File: src/rlst_pkg.sv
// Shared types, widths and helpers for the rate-limited setpoint tracker.
// Used by the interfaces, the configuration registers, the controller, the datapath, the top level and the testbench.
// Depends on nothing.
package rlst_pkg;

  // Field widths fixed by the tick and result formats.
  localparam int PosW     = 32;
  localparam int StickW   = 10;
  localparam int GainW    = 16;
  localparam int PeriodW  = 16;
  localparam int TimeW    = 32;
  localparam int CfgDataW = 32;
  localparam int IdxW     = 2;

  // Internal datapath widths.
  localparam int DiffW   = PosW + 1;          // goal minus command, one axis
  localparam int SqW     = 2 * DiffW;         // sum of three squares fits here
  localparam int RootW   = SqW / 2;           // integer square root
  localparam int RemW    = RootW + 3;         // root remainder before compare
  localparam int QuotW   = GainW;             // step never exceeds arm_step
  localparam int NumW    = DiffW + GainW;     // rounded step numerator
  localparam int AdvW    = StickW + GainW + 1;
  localparam int WideW   = PosW + 2;          // room for a saturating add
  localparam int AxisW   = 2;
  localparam int IterW   = 6;

  localparam int RootIters = SqW / 2;
  localparam int DivIters  = QuotW;

  // Axis selects.
  localparam logic [AxisW-1:0] AXIS_X = 2'd0;
  localparam logic [AxisW-1:0] AXIS_Y = 2'd1;
  localparam logic [AxisW-1:0] AXIS_Z = 2'd2;

  // Configuration register indexes.
  typedef enum logic [IdxW-1:0] {
    REG_GOAL_GAIN    = 2'd0,
    REG_ARM_STEP     = 2'd1,
    REG_DEAD_ZONE    = 2'd2,
    REG_RUN_DURATION = 2'd3
  } reg_index_t;

  // Register values after reset.
  localparam logic [GainW-1:0] GOAL_GAIN_RST    = 16'd100;
  localparam logic [GainW-1:0] ARM_STEP_RST     = 16'd100;
  localparam logic [GainW-1:0] DEAD_ZONE_RST    = 16'd1000;
  localparam logic [TimeW-1:0] RUN_DURATION_RST = 32'd10000000;

  typedef struct packed {
    logic [GainW-1:0] goal_gain;
    logic [GainW-1:0] arm_step;
    logic [GainW-1:0] dead_zone;
    logic [TimeW-1:0] run_duration;
  } cfg_t;

  typedef struct packed {
    logic signed [PosW-1:0]   meas_x;
    logic signed [PosW-1:0]   meas_y;
    logic signed [PosW-1:0]   meas_z;
    logic signed [StickW-1:0] stick_x;
    logic signed [StickW-1:0] stick_y;
    logic signed [StickW-1:0] stick_z;
    logic                     stick_fresh;
    logic [PeriodW-1:0]       period_us;
  } tick_t;

  typedef struct packed {
    logic signed [PosW-1:0] cmd_x;
    logic signed [PosW-1:0] cmd_y;
    logic signed [PosW-1:0] cmd_z;
    logic                   finished;
  } result_t;

  // Controller states.
  typedef enum logic [3:0] {
    ST_IDLE,
    ST_SQUARE,
    ST_ACCUM,
    ST_ROOT,
    ST_CHECK,
    ST_MUL,
    ST_DIV_INIT,
    ST_DIV,
    ST_APPLY,
    ST_EMIT
  } state_t;

  // Commands from the controller to the datapath.
  typedef struct packed {
    logic             accept;
    logic             square;
    logic             accum;
    logic             root_step;
    logic             mul_step;
    logic             div_init;
    logic             div_step;
    logic             apply;
    logic             emit;
    logic [AxisW-1:0] axis;
  } dp_cmd_t;

  // Status from the datapath to the controller.
  typedef struct packed {
    logic over_dead_zone;
    logic out_busy;
  } dp_status_t;

  // Clamp a widened signed value to the signed 32-bit range.
  function automatic logic [PosW-1:0] sat32(input logic [WideW-1:0] v);
    logic [PosW-1:0] r;
    if ((v[WideW-1:PosW-1] == '0) || (v[WideW-1:PosW-1] == '1)) begin
      r = v[PosW-1:0];
    end else if (v[WideW-1]) begin
      r = {1'b1, {(PosW-1){1'b0}}};
    end else begin
      r = {1'b0, {(PosW-1){1'b1}}};
    end
    return r;
  endfunction

endpackage

File: src/rlst_ctrl.sv
// Sequencer of the setpoint tracker: walks one tick through squares, root and steps.
// Depends on rlst_pkg; drives the datapath only through dp_cmd_t.
module rlst_ctrl import rlst_pkg::*; (
  input  logic       clk,
  input  logic       rst,
  input  logic       in_valid,
  output logic       in_ready,
  input  dp_status_t status,
  output dp_cmd_t    cmd
);

  state_t           state, state_next;
  logic [AxisW-1:0] axis, axis_next;
  logic [IterW-1:0] iter, iter_next;

  always_ff @(posedge clk) begin
    if (rst) begin
      state <= ST_IDLE;
      axis  <= AXIS_X;
      iter  <= '0;
    end else begin
      state <= state_next;
      axis  <= axis_next;
      iter  <= iter_next;
    end
  end

  // Next state, axis and iteration count.
  always_comb begin
    state_next = state;
    axis_next  = axis;
    iter_next  = iter;
    case (state)
      ST_IDLE: begin
        if (in_valid) begin
          state_next = ST_SQUARE;
          axis_next  = AXIS_X;
        end
      end
      ST_SQUARE: state_next = ST_ACCUM;
      ST_ACCUM: begin
        if (axis == AXIS_Z) begin
          state_next = ST_ROOT;
          iter_next  = '0;
        end else begin
          state_next = ST_SQUARE;
          axis_next  = axis + 1'b1;
        end
      end
      ST_ROOT: begin
        if (iter == IterW'(RootIters - 1)) begin
          state_next = ST_CHECK;
        end else begin
          iter_next = iter + 1'b1;
        end
      end
      ST_CHECK: begin
        if (status.over_dead_zone) begin
          state_next = ST_MUL;
          axis_next  = AXIS_X;
        end else begin
          state_next = ST_EMIT;
        end
      end
      ST_MUL: state_next = ST_DIV_INIT;
      ST_DIV_INIT: begin
        state_next = ST_DIV;
        iter_next  = '0;
      end
      ST_DIV: begin
        if (iter == IterW'(DivIters - 1)) begin
          state_next = ST_APPLY;
        end else begin
          iter_next = iter + 1'b1;
        end
      end
      ST_APPLY: begin
        if (axis == AXIS_Z) begin
          state_next = ST_EMIT;
        end else begin
          state_next = ST_MUL;
          axis_next  = axis + 1'b1;
        end
      end
      ST_EMIT: begin
        if (!status.out_busy) begin
          state_next = ST_IDLE;
        end
      end
      default: state_next = ST_IDLE;
    endcase
  end

  // Datapath commands decoded from the state.
  always_comb begin
    in_ready      = 1'b0;
    cmd           = '0;
    cmd.axis      = axis;
    case (state)
      ST_IDLE: begin
        in_ready   = 1'b1;
        cmd.accept = in_valid;
      end
      ST_SQUARE:   cmd.square    = 1'b1;
      ST_ACCUM:    cmd.accum     = 1'b1;
      ST_ROOT:     cmd.root_step = 1'b1;
      ST_MUL:      cmd.mul_step  = 1'b1;
      ST_DIV_INIT: cmd.div_init  = 1'b1;
      ST_DIV:      cmd.div_step  = 1'b1;
      ST_APPLY:    cmd.apply     = 1'b1;
      ST_EMIT:     cmd.emit      = !status.out_busy;
      default: ;
    endcase
  end

endmodule

File: config.mk
export PLATFORM = sky130hd
export DESIGN_NAME = rlst_ctrl
export DESIGN_NICKNAME = d
export VERILOG_FILES = /design/src/rlst_pkg.sv /design/src/rlst_ctrl.sv
export SDC_FILE = /design/constraint.sdc
export NUM_CORES = 1
export LEC_CHECK = 0
export BUFFER_PORTS_ARGS = -buffer_cell sky130_fd_sc_hd__buf_2
export CAP_MARGIN = 25
export CORE_MARGIN = 10
export CORE_UTILIZATION = 45
export DETAILED_ROUTE_END_ITERATION = 6
export PLACE_DENSITY = 0.67
export REMOVE_ABC_BUFFERS = 1
export SLEW_MARGIN = 15
export SYNTH_ARGS = -nofsm -noshare
export SYNTH_HDL_FRONTEND = slang
export SYNTH_SLANG_ARGS = --single-unit
File: constraint.sdc
create_clock -name clk -period 1.76 [get_ports clk]
set_input_delay 0.176 -clock clk [delete_from_list [all_inputs] [get_ports clk]]
set_output_delay 0.176 -clock clk [all_outputs]
set_load 0.02 [all_outputs]
==> key figures, run 1 <==
Run status
  • Outcome: finished, final reports clean

GRT
  • Vias in the first global route: ~930
  • Largest net degree at the start of global routing: 17
  • Initial antenna violation count: 0
  • Global Route Usage Sum: 0.115
  • Total grt overflow: 0
  • First-pass GRT wire length: around 4000 microns

Clocking
  • Clk sink count: 12
  • Clock transition at path regs: 0.09 ns
  • TritonCTS clock tree: done
  • Clock latency on the worst-skew pair: 0.28 ns
  • Root Buffer: clkbuf_4
  • Num CTS Buffers: 3
  • H-tree Lvls: 1
  • Hold_buf cts: 0
  • Postcts setup bufs: 0
  • CTS Buffer Depth: 2

Timing
  • Post-route setup TNS: 0 ns
  • FMAX: roughly 600 MHz
  • Slew @ Worst Pin: 0.316 ns
  • Fin crit share: 0.944
  • Layout Skew: slightly above 0.005 ns
  • Fin crit period: approximately 1.7 ns
  • Setup Viol. Count Final: 0
  • Worst slew margin: 0.788
  • RSZ-0062 raised after global routing: no
  • Final hold violations: 0
  • Slew Viols, Final: 0

Synthesis
  • Most used DFF post-synth: dfxtp_1
  • Cell Area, Synth: around 900 sq um
  • Async S/R FF share, synth: 0
  • Number of synthesized flops with an enable pin: 0
  • Count leader, synth: dfxtp_1
  • Post-Syn Instances: roughly 120
  • Synth top area cells: dfxtp_1 (27%), nor3_1 (5.0%), nand2b_1 (4.8%), a21oi_1 (4.4%), ha_1 (4.2%)
  • Largest area contributor in the netlist: dfxtp_1
  • Yosys warns: 0
  • Seq cells post-synth: 12
  • Post-synth top cells: dfxtp_1 (12), nor2_1 (10), nor3_1 (9)
  • Share of the synthesized area in the top cell type: 0.266
  • Sequential fraction of the synthesis area: 0.266
  • Unique masters post-synth: 42
  • Syn avg cell area: approximately 7.5 sq um

Finish
  • Final net count: 155
  • Share of cells above drive strength 1: 0.329
  • Post-route design area: approximately 1100 sq um
  • Register area: 243 sq um
  • Multi-input gate area: between 600 and 700 sq um
  • FILL cells: 203
  • Layout Cells excl Fill: approximately 170
  • Area Overhead vs Synth: 25.6%
  • Diodes inserted: 0

Routing
  • ANT nets after route: 0
  • Iter 0 DRT Violations: 40
  • WL/cell: 13.7 microns
  • Vias: about 1000
  • Drt total wl: 2360 microns
  • Remaining DRCs: 0
  • First drt pass iteration count: 4
  • Vias per cell: between 5 and 6

Place
  • GPL Wtd Cong: 0.786
  • Dpl hpwl: 1780 microns
  • Placement Cell Area: approximately 1100 sq um
  • # port buffers: 16
  • Placed Cells incl. Taps: roughly 170

Critical path
  • CP required: roughly 1.6 ns
  • CP endpoint kind: output port
  • WP data arrival: around 1.5 ns
  • Crit path kind: register to output port
  • CP Max Fanout: 8
  • Crit path launch type: register

Flow run
  • MaxCap Viol Count: 0

Floorplan
  • Starting Density: 0.465
  • Die H: about 65 microns
  • Die X-Extent: between 60 and 70 microns
  • Core ar.: between 1500 and 2000 sq um
  • Die Area: 4200 sq um
  • # IOs: 17
  • Num rows: 16

Worst hold path
  • Hold WC Path Type: input port to register

Power and ir drop
  • Power, Total: between 1000 and 1500 uW
  • Max VDD drop: approximately 580 uV
  • Pwr dens: between 800 and 900 nW/um^2
  • Pleak: about 0.00047 uW
==> metal layers <==
layer  part of all wire  GRT usage
met5                  0          0
met3              0.034     0.0223
met2               0.46      0.187
met4             0.0097     0.0401
met1               0.50      0.146
==> critical path: stages, from the launching register on <==
cell and delay, ns:
dfxtp_2 0.38, buf_4 0.17, nand2b_1 0.15, buf_4 0.16
nor3_1 0.16, buf_2 0.19
==> flip-flops by register name, indices dropped and copies added, names as in the netlist <==
register  count
iter          6
state         4
axis          2
==> power breakdown <==
group	internal [uW]	switching (uW)
clock network	126	110
registers	296	57.1
logic	188	225
total	610	393
==> worst paths after layout <==
| kind | startpoint | endpoint | slack, ns | depth (start not counted) |
|---|---|---|---|---|
| worst min-delay path | rst | state[1] | 0.22 | 2 |
| worst max-delay path | state[1] | cmd[2] | 0.1 | 5 |
| worst min register to register | iter[4] | iter[4] | 0.51 | 2 |
| worst max register to register | iter[0] | state[2] | 0.11 | 6 |
==> per-stage QoR <==
step / hold WS, ns / setup slack, ns / utilization
final: 0.220 / 0.0985 / 0.584
after global routing: 0.236 / 0.0132 / 0.584
after CTS: 0.208 / 0.00239 / 0.572
after detailed placement: 0.505 / 0.0349 / 0.553
after floorplan: 0.245 / -0.0461 / -
after global placement: 0.489 / 0.121 / 0.553
==> timing repair <==
action,4_1_cts,5_1_grt
gates resized for setup,0,7
setup endpoints to repair,0,11
hold endpoints to repair,0,0
==> cells by family after synthesis <==
| kind of cell | Yosys count | share of synthesized area |
|---|---|---|
| mux | 3 | 0.0360 |
| flops | 12 | 0.266 |
| buf+inv | 13 | 0.0582 |
| simple gates | 60 | 0.377 |
| compound gates | 30 | 0.222 |
| fa+ha+maj | 3 | 0.0416 |
==> area by class of cell <==
| cell class | count | share of cell area |
|---|---|---|
| Timing Repair Buffer | 27 | 0.143 |
| Multi-Input combinational cell | 96 | 0.558 |
| Clock buffer | 4 | 0.0320 |
| Tap cell | 27 | 0.0298 |
| Inverter | 7 | 0.0232 |
| Sequential cell | 12 | 0.214 |
==> placed cells by master (no fill, tap or decap), drive strengths merged, types with 2 or more instances in the layout <==
cell,n
ha,3
nand2,9
o21ai,8
buf,27
dfxtp,12
a21oi,8
inv,7
nand3,5
nand2b,7
nor2,11
nor2b,6
nand3b,2
a31oi,3
mux2,2
nor3,10
clkbuf,4
No activity file was read; power rests on OpenSTA's default activity.
==> inputs of run 2 (changes only) <==
- CORE_MARGIN: 10 -> 2
- REMOVE_ABC_BUFFERS: 1 -> default
==> run 2 against run 1 <==
  * Design area fell by 3.0%
  * Clock power fell by 25%
  * Sequential cell count did not move
  * Worst setup slack got worse by 0.017 ns
  * Non-clock buffer count fell by 3
  * Cell count fell by 2.3%
  * Sequential share of layout area rose by 0.54 points
  * Sequential power fell by 5%
  * Utilization fell by 1.1 points
  * Critical path depth rose by 1
  * Largest cell class unchanged
==> key figures, run 2 (synthesis results as in run 1) <==
Critical path
  • Crit path kind: register to register
  • Slowest CP cell: or4_1
  • R2R Setup Slk: 0.08 ns (-0.03 ns)
  • Reg2reg end: iter[3]
  • Crit-path leading delay family: simple AND/OR/NAND/NOR gates
  • WP data arrival: 1.89 ns (+0.40 ns)
  • CP required: 1.97 ns (+0.39 ns)
  • Critical-path cell list: inv_1, ha_1, or4b_4, o22ai_1, or4_1, a31oi_1
  • Worst r2r src: iter[0]
  • CP Max Fanout: 4 (-4)
  • Worst path max stage delay: 0.48 ns (+0.10 ns)
  • Crit path launch type: register
  • Buffers & Inverters on Critical Path: 1 (-2)
  • CP endpoint kind: register
  • Setup crit start: iter[0]
  • Cells on worst reg2reg path: 6 (unchanged)

Clocking
  • TritonCTS clock tree: done
  • H-tree Lvls: 1 (unchanged)
  • Root Buffer: clkbuf_4
  • CTS Buffer Depth: 2 (unchanged)
  • Clock transition at path regs: 0.08 ns (about the same)
  • Postcts setup bufs: 0 (unchanged)
  • # resized after CTS: 0 (unchanged)
  • Hold_buf cts: 0 (unchanged)
  • Num CTS Buffers: 3 (unchanged)
  • Clk sink count: 12 (unchanged)
  • Clock latency on the worst-skew pair: 0.28 ns (about the same)

Synthesis
  • Syn_nets: 129

Routing
  • WL/cell: 13.3 microns (-3.0%)
  • Remaining DRCs: 0 (unchanged)
  • Vias: 933 (-3.9%)
  • Iter 0 DRT Violations: 28 (-30%)
  • ANT nets after route: 0 (unchanged)
  • Vias per cell: 5.52 (-1.6%)
  • First drt pass iteration count: 4 (unchanged)
  • Drt total wl: 2240 microns (-5.2%)

Finish
  • Largest registers: iter x6, state x4, axis x2
  • Post-route design area: 1100 sq um (-3.0%)
  • Share of cells above drive strength 1: 0.282 (-0.0471)
  • Fin util: 0.573 (-0.0115)
  • Diodes inserted: 0 (unchanged)
  • Layout Cells excl Fill: 169 (-2.3%)
  • Number of flip-flops in the largest register: 6 (unchanged)
  • Commonest non-fill, non-tap cell in the layout: buf_2
  • Final net count: 152 (-1.9%)
  • Biggest register: iter
  • Area Overhead vs Synth: 21.9%
  • Most frequent cells in the layout: buf_2 (16), dfxtp_1 (11), nor2_1 (10), nor3_1 (9)

Place
  • Dpl hpwl: 1640 microns (-8.1%)
  • Placement Cell Area: 1060 sq um (-1.5%)
  • GPL Wtd Cong: 0.878 (+12%)
  • Placed Cells incl. Taps: 166 (-1.8%)
  • # port buffers: 16 (unchanged)
  • Place WS: 0.0685 ns (+0.0336 ns)

Power and ir drop
  • Comb pwr share: 0.451 (+0.039)
  • Max VDD drop: 616 uV (+5.5%)
  • Part of the power in registers: 0.359 (+0.007)
  • Internal Power: 557 uW (-8.7%)
  • Pleak: 0.000454 uW (-3.8%)
  • Clock Power Share: 0.190 (-0.046)
  • Pwr dens: 852 nW/um^2 (-3.6%)
  • Sw power: 381 uW (-3.0%)
  • Sw Ratio: 0.406 (+0.0144)

Floorplan
  • Num rows: 16 (unchanged)
  • Die H: 48.8 microns (-25%)
  • Starting Density: 0.470 (+0.00485)
  • Die X-Extent: 48.8 microns (-25%)
  • Die Area: 2380 sq um (-43%)
  • Core ar.: 1920 sq um (-1.0%)
  • # IOs: 17 (unchanged)

Timing
  • Setup Viol. Count Final: 0 (unchanged)
  • Fin crit share: 0.954 (+0.00978)
  • Fin crit period: 1.68 ns (+0.0172 ns)
  • FMAX: 596 MHz (-1.0%)
  • RSZ-0062 raised after global routing: no
  • Layout Skew: 0.00731 ns (+0.00221 ns)
  • Slew @ Worst Pin: 0.391 ns (+0.0747 ns)
  • Worst slew margin: 0.738 (-0.0501)
  • Slew Viols, Final: 0 (unchanged)
  • Post-route setup TNS: 0 ns (unchanged)
  • Final hold violations: 0 (unchanged)
  • Setup slack after layout: 0.0813 ns (-0.0172 ns)

Worst hold path
  • Hold endpoint: state[2]
  • Hold WC Path Type: input port to register
  • Worst hold stages: 2 (unchanged)
  • Worst hold path startpoint: rst

GRT
  • Initial antenna violation count: 0 (unchanged)
  • Vias in the first global route: 855 (-8.0%)
  • Most Crowded Layer GR: met2
  • Global Route Usage Sum: 0.192 (+0.0773)
  • Largest net degree at the start of global routing: 13 (-4)
  • Grt met1 use: 0.259 (+0.113)
  • First-pass GRT wire length: 3650 microns (-9.4%)
  • Met3 usage: 0.0307 (+0.00834)
  • Total grt overflow: 0 (unchanged)
  • Met2 Use GR: 0.308 (+0.121)

Run status
  • Outcome: finished, final reports clean

Flow run
  • MaxCap Viol Count: 0 (unchanged)
run 2: cell types whose count changed in the layout (fill, tap and decap cells not counted), sizes merged:
cell | before | now
clkbuf | 4 | 3
buf | 27 | 24
run 2: layout make-up:
cell class              instances  area (sq um)
fillers                       197           821
repair buffers                 24           140
well taps                      27          33.8
flip-flops and latches         12           241
multi-input cells              96           637
inverters                       7          26.3
clock buffers                   3          22.5
run 2: worst max path at each step:
stage | depth (start not counted) | slack, ns | endpoint
after global routing | 6 | 0.0006 | iter[0]
final | 6 | 0.08 | iter[3]
after floorplan | 5 | 0.01 | axis[0]
after CTS | 5 | 0.06 | axis[1]
after global placement | 6 | 0.13 | iter[3]
after detailed placement | 5 | 0.07 | axis[1]
run 2: power groups by stage:
| stage | logic [uW] | clock network, uW | registers (uW) |
|---|---|---|---|
| final | 423 | 178 | 337 |
| after floorplan | 297 | 0 | 321 |
| after global routing | 461 | 199 | 343 |
| after CTS | 397 | 182 | 335 |
| after detailed placement | 395 | 0 | 341 |
| after global placement | 391 | 0 | 341 |
run 2: stage by stage:
step           power [uW]  hold WS (ns)
3_5_place_dp          736         0.494
4_1_cts               914         0.220
3_3_place_gp          732         0.484
2_1_floorplan         617         0.412
6_report              938         0.225
5_1_grt              1000         0.225
run 2: worst register-to-register path: cells and delay by family, from the launching register on:
kind                       cells  cell delay [ns]
adders and majority gates      1             0.18
and+or+nand+nor                2             0.70
buffers and inverters          1             0.07
DFF                            1             0.35
AOI/OAI and AO/OA              2             0.30
run 2: per-layer routing:
metal | vias up | wire [microns]
li1 | 478 | -
met1 | 420 | 1080
met2 | 30 | 1020
met3 | 5 | 109
met4 | 0 | 31
met5 | - | 0
