`src/rlst_pkg.sv`:
```
// Shared types, widths and helpers for the rate-limited setpoint tracker.
// Used by the interfaces, the configuration registers, the controller, the datapath, the top level and the testbench.
// Depends on nothing.
package rlst_pkg;

  // Field widths fixed by the tick and result formats.
  localparam int PosW     = 32;
  localparam int StickW   = 10;
  localparam int GainW    = 16;
  localparam int PeriodW  = 16;
  localparam int TimeW    = 32;
  localparam int CfgDataW = 32;
  localparam int IdxW     = 2;

  // Internal datapath widths.
  localparam int DiffW   = PosW + 1;          // goal minus command, one axis
  localparam int SqW     = 2 * DiffW;         // sum of three squares fits here
  localparam int RootW   = SqW / 2;           // integer square root
  localparam int RemW    = RootW + 3;         // root remainder before compare
  localparam int QuotW   = GainW;             // step never exceeds arm_step
  localparam int NumW    = DiffW + GainW;     // rounded step numerator
  localparam int AdvW    = StickW + GainW + 1;
  localparam int WideW   = PosW + 2;          // room for a saturating add
  localparam int AxisW   = 2;
  localparam int IterW   = 6;

  localparam int RootIters = SqW / 2;
  localparam int DivIters  = QuotW;

  // Axis selects.
  localparam logic [AxisW-1:0] AXIS_X = 2'd0;
  localparam logic [AxisW-1:0] AXIS_Y = 2'd1;
  localparam logic [AxisW-1:0] AXIS_Z = 2'd2;

  // Configuration register indexes.
  typedef enum logic [IdxW-1:0] {
    REG_GOAL_GAIN    = 2'd0,
    REG_ARM_STEP     = 2'd1,
    REG_DEAD_ZONE    = 2'd2,
    REG_RUN_DURATION = 2'd3
  } reg_index_t;

  // Register values after reset.
  localparam logic [GainW-1:0] GOAL_GAIN_RST    = 16'd100;
  localparam logic [GainW-1:0] ARM_STEP_RST     = 16'd100;
  localparam logic [GainW-1:0] DEAD_ZONE_RST    = 16'd1000;
  localparam logic [TimeW-1:0] RUN_DURATION_RST = 32'd10000000;

  typedef struct packed {
    logic [GainW-1:0] goal_gain;
    logic [GainW-1:0] arm_step;
    logic [GainW-1:0] dead_zone;
    logic [TimeW-1:0] run_duration;
  } cfg_t;

  typedef struct packed {
    logic signed [PosW-1:0]   meas_x;
    logic signed [PosW-1:0]   meas_y;
    logic signed [PosW-1:0]   meas_z;
    logic signed [StickW-1:0] stick_x;
    logic signed [StickW-1:0] stick_y;
    logic signed [StickW-1:0] stick_z;
    logic                     stick_fresh;
    logic [PeriodW-1:0]       period_us;
  } tick_t;

  typedef struct packed {
    logic signed [PosW-1:0] cmd_x;
    logic signed [PosW-1:0] cmd_y;
    logic signed [PosW-1:0] cmd_z;
    logic                   finished;
  } result_t;

  // Controller states.
  typedef enum logic [3:0] {
    ST_IDLE,
    ST_SQUARE,
    ST_ACCUM,
    ST_ROOT,
    ST_CHECK,
    ST_MUL,
    ST_DIV_INIT,
    ST_DIV,
    ST_APPLY,
    ST_EMIT
  } state_t;

  // Commands from the controller to the datapath.
  typedef struct packed {
    logic             accept;
    logic             square;
    logic             accum;
    logic             root_step;
    logic             mul_step;
    logic             div_init;
    logic             div_step;
    logic             apply;
    logic             emit;
    logic [AxisW-1:0] axis;
  } dp_cmd_t;

  // Status from the datapath to the controller.
  typedef struct packed {
    logic over_dead_zone;
    logic out_busy;
  } dp_status_t;

  // Clamp a widened signed value to the signed 32-bit range.
  function automatic logic [PosW-1:0] sat32(input logic [WideW-1:0] v);
    logic [PosW-1:0] r;
    if ((v[WideW-1:PosW-1] == '0) || (v[WideW-1:PosW-1] == '1)) begin
      r = v[PosW-1:0];
    end else if (v[WideW-1]) begin
      r = {1'b1, {(PosW-1){1'b0}}};
    end else begin
      r = {1'b0, {(PosW-1){1'b1}}};
    end
    return r;
  endfunction

endpackage

```
`src/rlst_cfg.sv`:
```
// Configuration registers of the setpoint tracker, written through a plain write port.
// Depends on rlst_pkg.
module rlst_cfg import rlst_pkg::*; (
  input  logic                clk,
  input  logic                rst,
  input  logic                wr_en,
  input  logic [IdxW-1:0]     wr_index,
  input  logic [CfgDataW-1:0] wr_data,
  output cfg_t                cfg
);

  // Each register takes the low bits of the write data.
  always_ff @(posedge clk) begin
    if (rst) begin
      cfg.goal_gain    <= GOAL_GAIN_RST;
      cfg.arm_step     <= ARM_STEP_RST;
      cfg.dead_zone    <= DEAD_ZONE_RST;
      cfg.run_duration <= RUN_DURATION_RST;
    end else if (wr_en) begin
      case (reg_index_t'(wr_index))
        REG_GOAL_GAIN:    cfg.goal_gain    <= wr_data[GainW-1:0];
        REG_ARM_STEP:     cfg.arm_step     <= wr_data[GainW-1:0];
        REG_DEAD_ZONE:    cfg.dead_zone    <= wr_data[GainW-1:0];
        REG_RUN_DURATION: cfg.run_duration <= wr_data[TimeW-1:0];
        default: ;
      endcase
    end
  end

endmodule

```
`config.mk`:
```
export PLATFORM = sky130hd
export DESIGN_NAME = rlst_cfg
export DESIGN_NICKNAME = d
export VERILOG_FILES = /design/src/rlst_pkg.sv /design/src/rlst_cfg.sv
export SDC_FILE = /design/constraint.sdc
export NUM_CORES = 1
export LEC_CHECK = 0
export BUFFER_PORTS_ARGS = -buffer_cell sky130_fd_sc_hd__buf_2
export CORE_MARGIN = 1
export CORE_UTILIZATION = 53
export CTS_CLUSTER_DIAMETER = 60
export CTS_CLUSTER_SIZE = 12
export DETAILED_ROUTE_END_ITERATION = 16
export HOLD_SLACK_MARGIN = 0.12
export PLACE_DENSITY_LB_ADDON = 0.15
export SETUP_SLACK_MARGIN = 0.1
export SYNTH_ARGS = -nofsm -noshare
export SYNTH_HDL_FRONTEND = slang
export SYNTH_SLANG_ARGS = --single-unit
```
`constraint.sdc`:
```
create_clock -name clk -period 2.35 [get_ports clk]
set_input_delay 0.47 -clock clk [delete_from_list [all_inputs] [get_ports clk]]
set_output_delay 0.47 -clock clk [all_outputs]
set_load 0.01 [all_outputs]
```
==> results of run 1 <==
## power groups by stage
| stage | clock, mW | sequential [mW] | combinational [mW] |
|---|---|---|---|
| finish | 1.11 | 1.43 | 0.280 |
| global route | 1.19 | 1.43 | 0.304 |
| CTS | 1.13 | 1.43 | 0.284 |
| detailed placement | 0 | 1.46 | 0.282 |
| global placement | 0 | 1.46 | 0.274 |
| floorplan | 0 | 1.48 | 0.149 |
## synth_stat cells
master,instances
nor2_1,33
nor3b_2,1
dfxtp_1,80
and3b_2,1
mux2i_1,80
buf_6,1
clkbuf_1,8
nand3_1,1
nand2b_1,89
buf_2,10
or3b_1,1
buf_4,4
nand3b_1,2
and3b_1,1
and3_1,1
## metrics by stage
step                power (mW)  hold WS, ps  instance area (sq um)
floorplan                 1.63          493                   3270
finish                    2.81          371                   4080
global placement          1.73          455                   3870
global route              2.93          348                   4080
detailed placement        1.74          458                   3870
CTS                       2.84          358                   4080
## cell type report
class	count	area, sq um	area share [%]
clock inverter	3	65.1	1.59
clock buffer	13	149	3.65
tap	75	93.8	2.30
timing repair buffer	120	623	15.3
multi-input combinational	210	1550	37.9
sequential	80	1600	39.3
## cells in the final DEF (no fill, tap or decap)
cell / count
and3_1: 1
and3b_1: 1
and3b_2: 1
buf_12: 1
buf_2: 116
buf_4: 3
bufinv_16: 2
clkbuf_1: 3
clkbuf_8: 10
clkinv_2: 1
dfxtp_1: 80
mux2i_1: 80
nand2b_1: 89
nand3_1: 1
nand3b_1: 2
nor2_1: 33
nor3b_2: 1
or3b_1: 1
## cells by family (layout without fill, tap and decap cells)
group         after synthesis  after routing
buf+inv                    23            136
flops                      80             80
mux                        80             80
simple gates              130            130
## worst paths after layout
check / from / to / slack, ps / cells after the start
hold reg to reg: cfg[22] / cfg[22] / 470 / 2
setup / recovery: cfg[54] / cfg[54] / 1040 / 1
setup reg to reg: cfg[78] / cfg[78] / 1680 / 2
hold / removal: wr_data[22] / cfg[22] / 370 / 3
## per-layer routing
layer / vias up / share of wire, % / track usage (%)
met5: - / 0 / 0
met4: 0 / 1.1 / 8.04
met3: 8 / 7.9 / 10.6
met2: 75 / 47 / 37.0
met1: 1131 / 44 / 26.6
li1: 1232 / - / -
==> results by group, run 1 <==
Clock network
  • Total CTS buffers: 9
  • Skew-Pair Late Insertion Delay: 350 ps
  • Worst-path clk slew: 80 ps
  • Cts hold-fix bufs: 0
  • Post-CTS Resized: 0
  • Post-CTS Setup Bufs: 0
  • H-tree levels: 3
  • CTS tree: done
  • Root buffer cell: clkbuf_8
  • Sink Count: 80
  • Clk buf depth: 2

Power and ir drop
  • Pwr dens: roughly 700 nW/um^2
  • LEAKAGE: between 1.5 and 2 nW
  • Power share of the combinational group: roughly 10%
  • Max IR drop VDD: 0.412 mV
  • Flop pwr share: 50.7%
  • P_int: 2.17 mW
  • Sw power: between 0.6 and 0.7 mW
  • Sw Ratio: between 20 and 25%
  • Clock power share: a little under 40%

Synth
  • Top post-synthesis cells by area: dfxtp_1 49%, mux2i_1 24%, nand2b_1 17%
  • Simple-gate area share of the yosys netlist: 22.8%
  • Mux cell area share after synthesis: 24.5%
  • Mapped Nets: 350
  • Count of cell types in the netlist: 15
  • Adder-Cell Fraction of Synth Area: 0%
  • Synthesized flop and latch total: 80
  • Largest area contributor in the netlist: dfxtp_1
  • Register area share after synthesis: between 40% and 50%
  • Syn Area/Cell: 10.4 sq um
  • Share of the synthesized area in the top cell type: 49.0%
  • Synth Area in Compound Gates: 0%
  • Xor/xnor cell area share of the yosys netlist: 0%
  • Syn. warnings: 0
  • Largest family of logic cells by synthesized area: multiplexers
  • Post-Syn Instances: 313
  • Synthesized area: 3270 sq um

Global route
  • Overall Global Routing Usage: 23.0%
  • Largest net degree at the start of global routing: 123
  • First-pass GRT wire length: around 11 mm
  • Antenna violations before repair: 0
  • Grt total ovfl: 0
  • Vias in the first global route: 2,274

Cells and area
  • Ant diodes: 0
  • Fin util: between 60 and 70%
  • Share of cells above drive strength 1: 31.7%
  • Filler cells: approximately 500
  • Fin cells: 501
  • Nets: 458
  • Most flops, register: cfg
  • Area grow syn2layout: 24.8%
  • Largest regs: cfg (80)
  • Max FFs per register: 80

Critical path
  • Kind of critical path: reg -> out
  • CP Launch Type: flop
  • WP data arrival: 840 ps
  • Critical path, cell by cell: buf_2
  • Max stage delay on crit path: about 350 ps
  • CP top delay family: flip-flops
  • Critical Path End Type: primary output
  • Data required, critical path: 1880 ps
  • CP max-delay cell: dfxtp_1
  • WP buf/inv: 1
  • Worst-path maximum fanout: 2

Route
  • Vias: ~2,400
  • Post-Route WL: 7.17 mm
  • DRT antenna net count: 0
  • Iter 0 DRT Violations: 83
  • First drt pass iteration count: 4
  • Routed len/inst: 14.3 um
  • DRC errors left: 0
  • Via-to-Cell Ratio: 4.88

STA
  • Final setup violating endpoints: 0
  • Final Hold Fails: 0
  • Pins over their slew limit: 0
  • Worst setup margin: 1040 ps
  • Final Critical Period: 1310 ps
  • Setup TNS: 0 ps
  • RSZ-0062 raised after global routing: false
  • FMAX: roughly 760 MHz
  • Slew at the pin closest to its max-slew limit: between 700 and 800 ps
  • Worst rel slew slack: between 50% and 60%
  • Clock Skew: 0 ps
  • Final period utilization: 55.9%

Floorplan
  • Initial Util: 55.2%
  • Die width: 80.6 um
  • Core area: 5920 sq um
  • # rows: 28
  • Num ports: 117
  • Die Y: around 81 um
  • Die area: 6490 sq um

Place
  • Global placement routability congestion: approximately 0.7
  • Place WS: 725 ps
  • I/O Buffers: roughly 120
  • Dpl cells: 485
  • Post-DP HPWL: around 5.0 mm

Status
  • Status: completed

Worst hold path
  • Hold Crit Class: in -> reg

Flow run
  • Max-cap violations: 0
(Power assumes the default switching activity.)
==> inputs of run 2 (changes only) <==
--- a/config.mk
+++ b/config.mk
@@ -7,7 +7,7 @@
 export LEC_CHECK = 0
 export BUFFER_PORTS_ARGS = -buffer_cell sky130_fd_sc_hd__buf_2
 export CORE_MARGIN = 1
-export CORE_UTILIZATION = 53
+export CORE_UTILIZATION = 49
 export CTS_CLUSTER_DIAMETER = 60
 export CTS_CLUSTER_SIZE = 12
 export DETAILED_ROUTE_END_ITERATION = 16
==> constraint.sdc (replaced) <==
create_clock -name clk -period 1.32 [get_ports clk]
set_input_delay 0.264 -clock clk [delete_from_list [all_inputs] [get_ports clk]]
set_output_delay 0.264 -clock clk [all_outputs]
set_load 0.01 [all_outputs]
==> run 2 against run 1 <==
Effect of this change: utilization is 2.9 points lower; critical endpoint is now cfg[4]; final area is 3.3% higher; critical path type unchanged; non-clock buffer count is 8 higher; wire length is 5.1% lower; combinational power is 87% higher; global-route usage is 3.2 points lower; first-iteration DRC count is 3.6% lower; largest power group unchanged.
==> results by group, run 2 (synthesis results as in run 1) <==
Cells and area
  • Filler cells: 568
  • Nets: between 400 and 500
  • Ant diodes: 0
  • Largest regs: cfg (80)
  • Design Area, Final: 4210 sq um
  • Max FFs per register: 80
  • Commonest non-fill, non-tap cell in the layout: buf_2
  • Fin util: 66.0%
  • Most flops, register: cfg
  • Commonest non-fill, non-tap cells in the layout: 116 x buf_2, 89 x nand2b_1, 80 x mux2i_1, 80 x dfxtp_1, 33 x nor2_1
  • Area grow syn2layout: 28.8%
  • Share of cells above drive strength 1: 33.0%

Global route
  • Largest net degree at the start of global routing: 63
  • Antenna violations before repair: 0
  • Vias in the first global route: 2,427
  • First-pass GRT wire length: 11.0 mm
  • Overall Global Routing Usage: approximately a fifth
  • Grt total ovfl: 0

STA
  • Worst rel slew slack: roughly 86%
  • Pins over their slew limit: 0
  • FMAX: 912 MHz
  • Setup TNS: 0 ps
  • Clock Skew: 0 ps
  • Final setup violating endpoints: 0
  • Final Hold Fails: 0
  • Final Critical Period: ~1100 ps
  • RSZ-0062 raised after global routing: false
  • Worst setup margin: 224 ps
  • Final period utilization: 83.0%
  • Slew at the pin closest to its max-slew limit: 209 ps

Critical path
  • WP depth: 1
  • CP max-delay cell: dfxtp_1
  • Max stage delay on crit path: 350 ps
  • Worst r2r path cells: 2
  • R2R Path End: cfg[4]
  • Critical path, cell by cell: buf_2
  • Worst setup startpoint: cfg[4]
  • WP data arrival: roughly 830 ps
  • Reg-to-reg startpoint: cfg[4]
  • Worst-path maximum fanout: 2
  • Reg2reg setup slack: 700 ps
  • Critical Path End Type: primary output
  • Data required, critical path: about 1100 ps
  • CP top delay family: flip-flops
  • Crit path capture: cfg[4]
  • Kind of critical path: reg -> out
  • CP Launch Type: flop
  • WP buf/inv: 1

Clock network
  • Worst-path clk slew: 80 ps
  • Total CTS buffers: 9
  • CTS tree: done
  • Root buffer cell: clkbuf_8
  • Sink Count: 80
  • Post-CTS Resized: 0
  • Skew-Pair Late Insertion Delay: 330 ps
  • H-tree levels: 3
  • Cts hold-fix bufs: 0
  • Post-CTS Setup Bufs: 0
  • Clk buf depth: 2

Place
  • Place WS: 84.9 ps
  • Post-placement cell area: 3980 sq um
  • I/O Buffers: 116
  • Post-DP HPWL: 4.94 mm
  • Global placement routability congestion: 0.765

Floorplan
  • Die Y: 83.7 um
  • Num ports: ~120
  • # rows: 29
  • Die area: 7010 sq um
  • Initial Util: 51.2%
  • Die width: 83.7 um
  • Core area: 6390 sq um

Status
  • Status: completed

Power and ir drop
  • Max IR drop VDD: 0.903 mV
  • LEAKAGE: 2.04 nW
  • Pwr dens: ~1200 nW/um^2
  • Tot Pwr: between 5 and 6 mW

Flow run
  • Max-cap violations: 0

Route
  • Vias: roughly 2,500
  • Via-to-Cell Ratio: 4.85
  • First drt pass iteration count: 4
  • DRC errors left: 0
  • Iter 0 DRT Violations: 80
  • DRT antenna net count: 0
  • Routed len/inst: 13.3 um
  • Post-Route WL: around 6.8 mm

Worst hold path
  • Hold Crit Class: in -> reg
==> run 2: cell types whose count changed in the layout (fill, tap and decap cells not counted) <==
cell       before  now
bufinv_16       2    3
buf_4           3    7
clkbuf_1        3    2
buf_12          1    5
clkinv_2        1    0
==> run 2: final cells by class <==
| cell class | count | area (sq um) | area share [%] |
|---|---|---|---|
| Clock buffer | 12 | 145 | 3.44 |
| Clock inverter | 3 | 90.1 | 2.14 |
| Multi-Input combinational cell | 210 | 1550 | 36.7 |
| Sequential cell | 80 | 1600 | 38.0 |
| Tap cell | 77 | 96.3 | 2.29 |
| Timing Repair Buffer | 128 | 733 | 17.4 |
==> run 2: worst min-delay path by stage <==
stage / cells past startpoint / start / slack, ps / endpoint
2_1_floorplan: 2 / wr_data[16] / 420 / cfg[16]
3_3_place_gp: 2 / cfg[31] / 450 / cfg[31]
3_5_place_dp: 2 / cfg[62] / 460 / cfg[62]
5_1_grt: 3 / wr_data[20] / 180 / cfg[20]
4_1_cts: 3 / wr_data[18] / 180 / cfg[18]
6_report: 3 / wr_data[18] / 180 / cfg[18]
==> run 2: metrics by stage <==
stage               hold slack (ps)  instances
floorplan                       419        313
global placement                454        495
detailed placement              458        495
CTS                             177        510
global route                    176        510
finish                          183        510
==> run 2: metal layers <==
metal | vias to the layer above | track usage [%] | part of all wire [%]
met5 | - | 0 | 0
met4 | 0 | 7.55 | 1.3
met3 | 8 | 5.93 | 6.9
met2 | 76 | 32.9 | 47
met1 | 1136 | 23.9 | 45
li1 | 1254 | - | -
==> run 2: report_power, final <==
group / leakage [nW] / switching [mW] / total (mW) / internal (mW)
clock network: 0.117 / 0.797 / 2.10 / 1.30
logic: 1.28 / 0.260 / 0.523 / 0.263
registers: 0.651 / 0.0416 / 2.54 / 2.50
==> inputs of run 3 (changes only) <==
==> constraint.sdc (replaced) <==
create_clock -name clk -period 1.1 [get_ports clk]
set_input_delay 0.22 -clock clk [delete_from_list [all_inputs] [get_ports clk]]
set_output_delay 0.22 -clock clk [all_outputs]
set_load 0.01 [all_outputs]
==> run 3 against run 2 <==
Effect of this change: highest routed layer unchanged; flip-flop and latch count unchanged; critical path depth unchanged; via count increased by 5.8%; die area unchanged.
==> results by group, run 3 (synthesis results as in run 1) <==
Status
  • Status: completed

Place
  • Post-DP HPWL: 4.73 mm
  • I/O Buffers: 116
  • Global placement routability congestion: 0.751
  • Place WS: -91.7 ps

Floorplan
  • Die width: 83.7 um
  • Num ports: 117
  • Die Y: 83.7 um
  • # rows: 29
  • Core area: between 6000 and 7000 sq um
  • Die area: 7010 sq um
  • Initial Util: 51.2%

Clock network
  • CTS tree: done
  • Skew-Pair Late Insertion Delay: 330 ps
  • Root buffer cell: clkbuf_8
  • H-tree levels: 3
  • Sink Count: 80
  • Total CTS buffers: 9
  • Clk buf depth: 2
  • Worst-path clk slew: 80 ps

Cells and area
  • Area grow syn2layout: 52.2%
  • Commonest non-fill, non-tap cells in the layout: 89 x nand2b_1, 80 x mux2i_1, 80 x dfxtp_2, 80 x buf_6, 36 x buf_2
  • Most flops, register: cfg
  • Share of cells above drive strength 1: 52.6%
  • Largest regs: cfg (80)
  • Commonest non-fill, non-tap cell in the layout: nand2b_1
  • Max FFs per register: 80
  • Nets: 490
  • Fin util: 77.9%
  • Ant diodes: 0

Power and ir drop
  • Clock power share: 35.5%
  • Flop pwr share: 51.1%
  • Power share of the combinational group: 13.3%
  • Sw Ratio: around 24%
  • P_int: 4.60 mW
  • Tot Pwr: 6.05 mW
  • LEAKAGE: 2.27 nW
  • Max IR drop VDD: 0.949 mV
  • Pwr dens: 1220 nW/um^2
  • Sw power: 1.45 mW

STA
  • Setup TNS: 0 ps
  • RSZ-0062 raised after global routing: true
  • FMAX: 981 MHz
  • Pins over their slew limit: 0
  • Final setup violating endpoints: 0
  • Worst rel slew slack: 84.5%
  • Final period utilization: a little over 90%
  • Clock Skew: 0 ps
  • Final Critical Period: 1020 ps
  • Slew at the pin closest to its max-slew limit: around 230 ps
  • Worst setup margin: 80.3 ps
  • Final Hold Fails: 0
  • WHS: 127 ps

Route
  • Post-Route WL: ~8 mm
  • Vias: around 2,600
  • DRT antenna net count: 0
  • Via-to-Cell Ratio: 4.89
  • First drt pass iteration count: 4
  • Routed len/inst: 14.8 um
  • DRC errors left: 0
  • Iter 0 DRT Violations: 83

Global route
  • Vias in the first global route: around 2,500
  • Antenna violations before repair: 0
  • Grt total ovfl: 0
  • Global routing usage on met1: 26.2%
  • Largest net degree at the start of global routing: 73
  • Most Crowded Layer GR: met2
  • First-pass GRT wire length: 12.2 mm
  • GR Util met3: 7.62%
  • Met2 Usage GRT: 37.8%
  • Overall Global Routing Usage: between 20 and 25%

Critical path
  • WP buf/inv: 1
  • CP Launch Type: flop
  • Data required, critical path: 880 ps
  • Critical path, cell by cell: buf_6
  • CP max-delay cell: dfxtp_2
  • CP top delay family: flip-flops
  • Kind of critical path: reg -> out
  • Max stage delay on crit path: 350 ps
  • Critical Path End Type: primary output
  • Worst-path maximum fanout: 2
  • WP data arrival: 800 ps

Worst hold path
  • Hold Crit Class: in -> reg

Flow run
  • Max-cap violations: 0
[run 3: changes by cell type in the layout (fill, tap and decap cells not counted), moves of 2 or more]
| cell | before | now |
|---|---|---|
| dfxtp_1 | 80 | 0 |
| dfxtp_2 | 0 | 80 |
| bufinv_16 | 3 | 1 |
| buf_6 | 0 | 80 |
| clkinv_2 | 0 | 2 |
| buf_4 | 7 | 23 |
| dlygate4sd3_1 | 0 | 8 |
| buf_2 | 116 | 36 |
[run 3: what timing repair did]
item	CTS	global route
hold buffers	7	1
pin swaps	0	0
gates resized for setup	160	0
endpoints found under the setup margin	80	80
buffers inserted	7	7
endpoints found under the hold margin	7	1
[run 3: final cells by class]
cell class / instances / area (sq um)
Multi-Input combinational cell: 210 / 1550
Tap cell: 77 / 96.3
Timing Repair Buffer: 152 / 1430
Sequential cell: 80 / 1700
Clock buffer: 11 / 141
Clock inverter: 5 / 56.3
Fill cell: 436 / 1410
[run 3: power groups by stage]
stage / Combinational, mW / Sequential, mW / Clock [mW]
3_3_place_gp: 0.627 / 3.11 / 0
6_report: 0.807 / 3.09 / 2.15
4_1_cts: 0.785 / 3.09 / 2.20
5_1_grt: 0.864 / 3.10 / 2.32
3_5_place_dp: 0.639 / 3.11 / 0
2_1_floorplan: 0.319 / 3.16 / 0
[run 3: final timing paths]
| kind | from | to | slack [ps] | cells after the start |
|---|---|---|---|---|
| max | cfg[43] | cfg[43] | 80 | 1 |
| min reg2reg | cfg[79] | cfg[79] | 480 | 2 |
| max reg2reg | cfg[29] | cfg[29] | 300 | 4 |
| min | wr_data[18] | cfg[18] | 130 | 3 |
[run 3: routing by layer]
layer / share of wire [%] / wire [um]
met1: 43 / 3400
met3: 5.7 / 447
met5: 0 / 0
met4: 1.2 / 93
met2: 50 / 3960
[run 3: through the flow]
| stage | instances | area, sq um |
|---|---|---|
| finish | 535 | 4980 |
| global route | 535 | 4980 |
| CTS | 527 | 4910 |
| detailed placement | 497 | 3990 |
| global placement | 497 | 3990 |
| floorplan | 313 | 3270 |
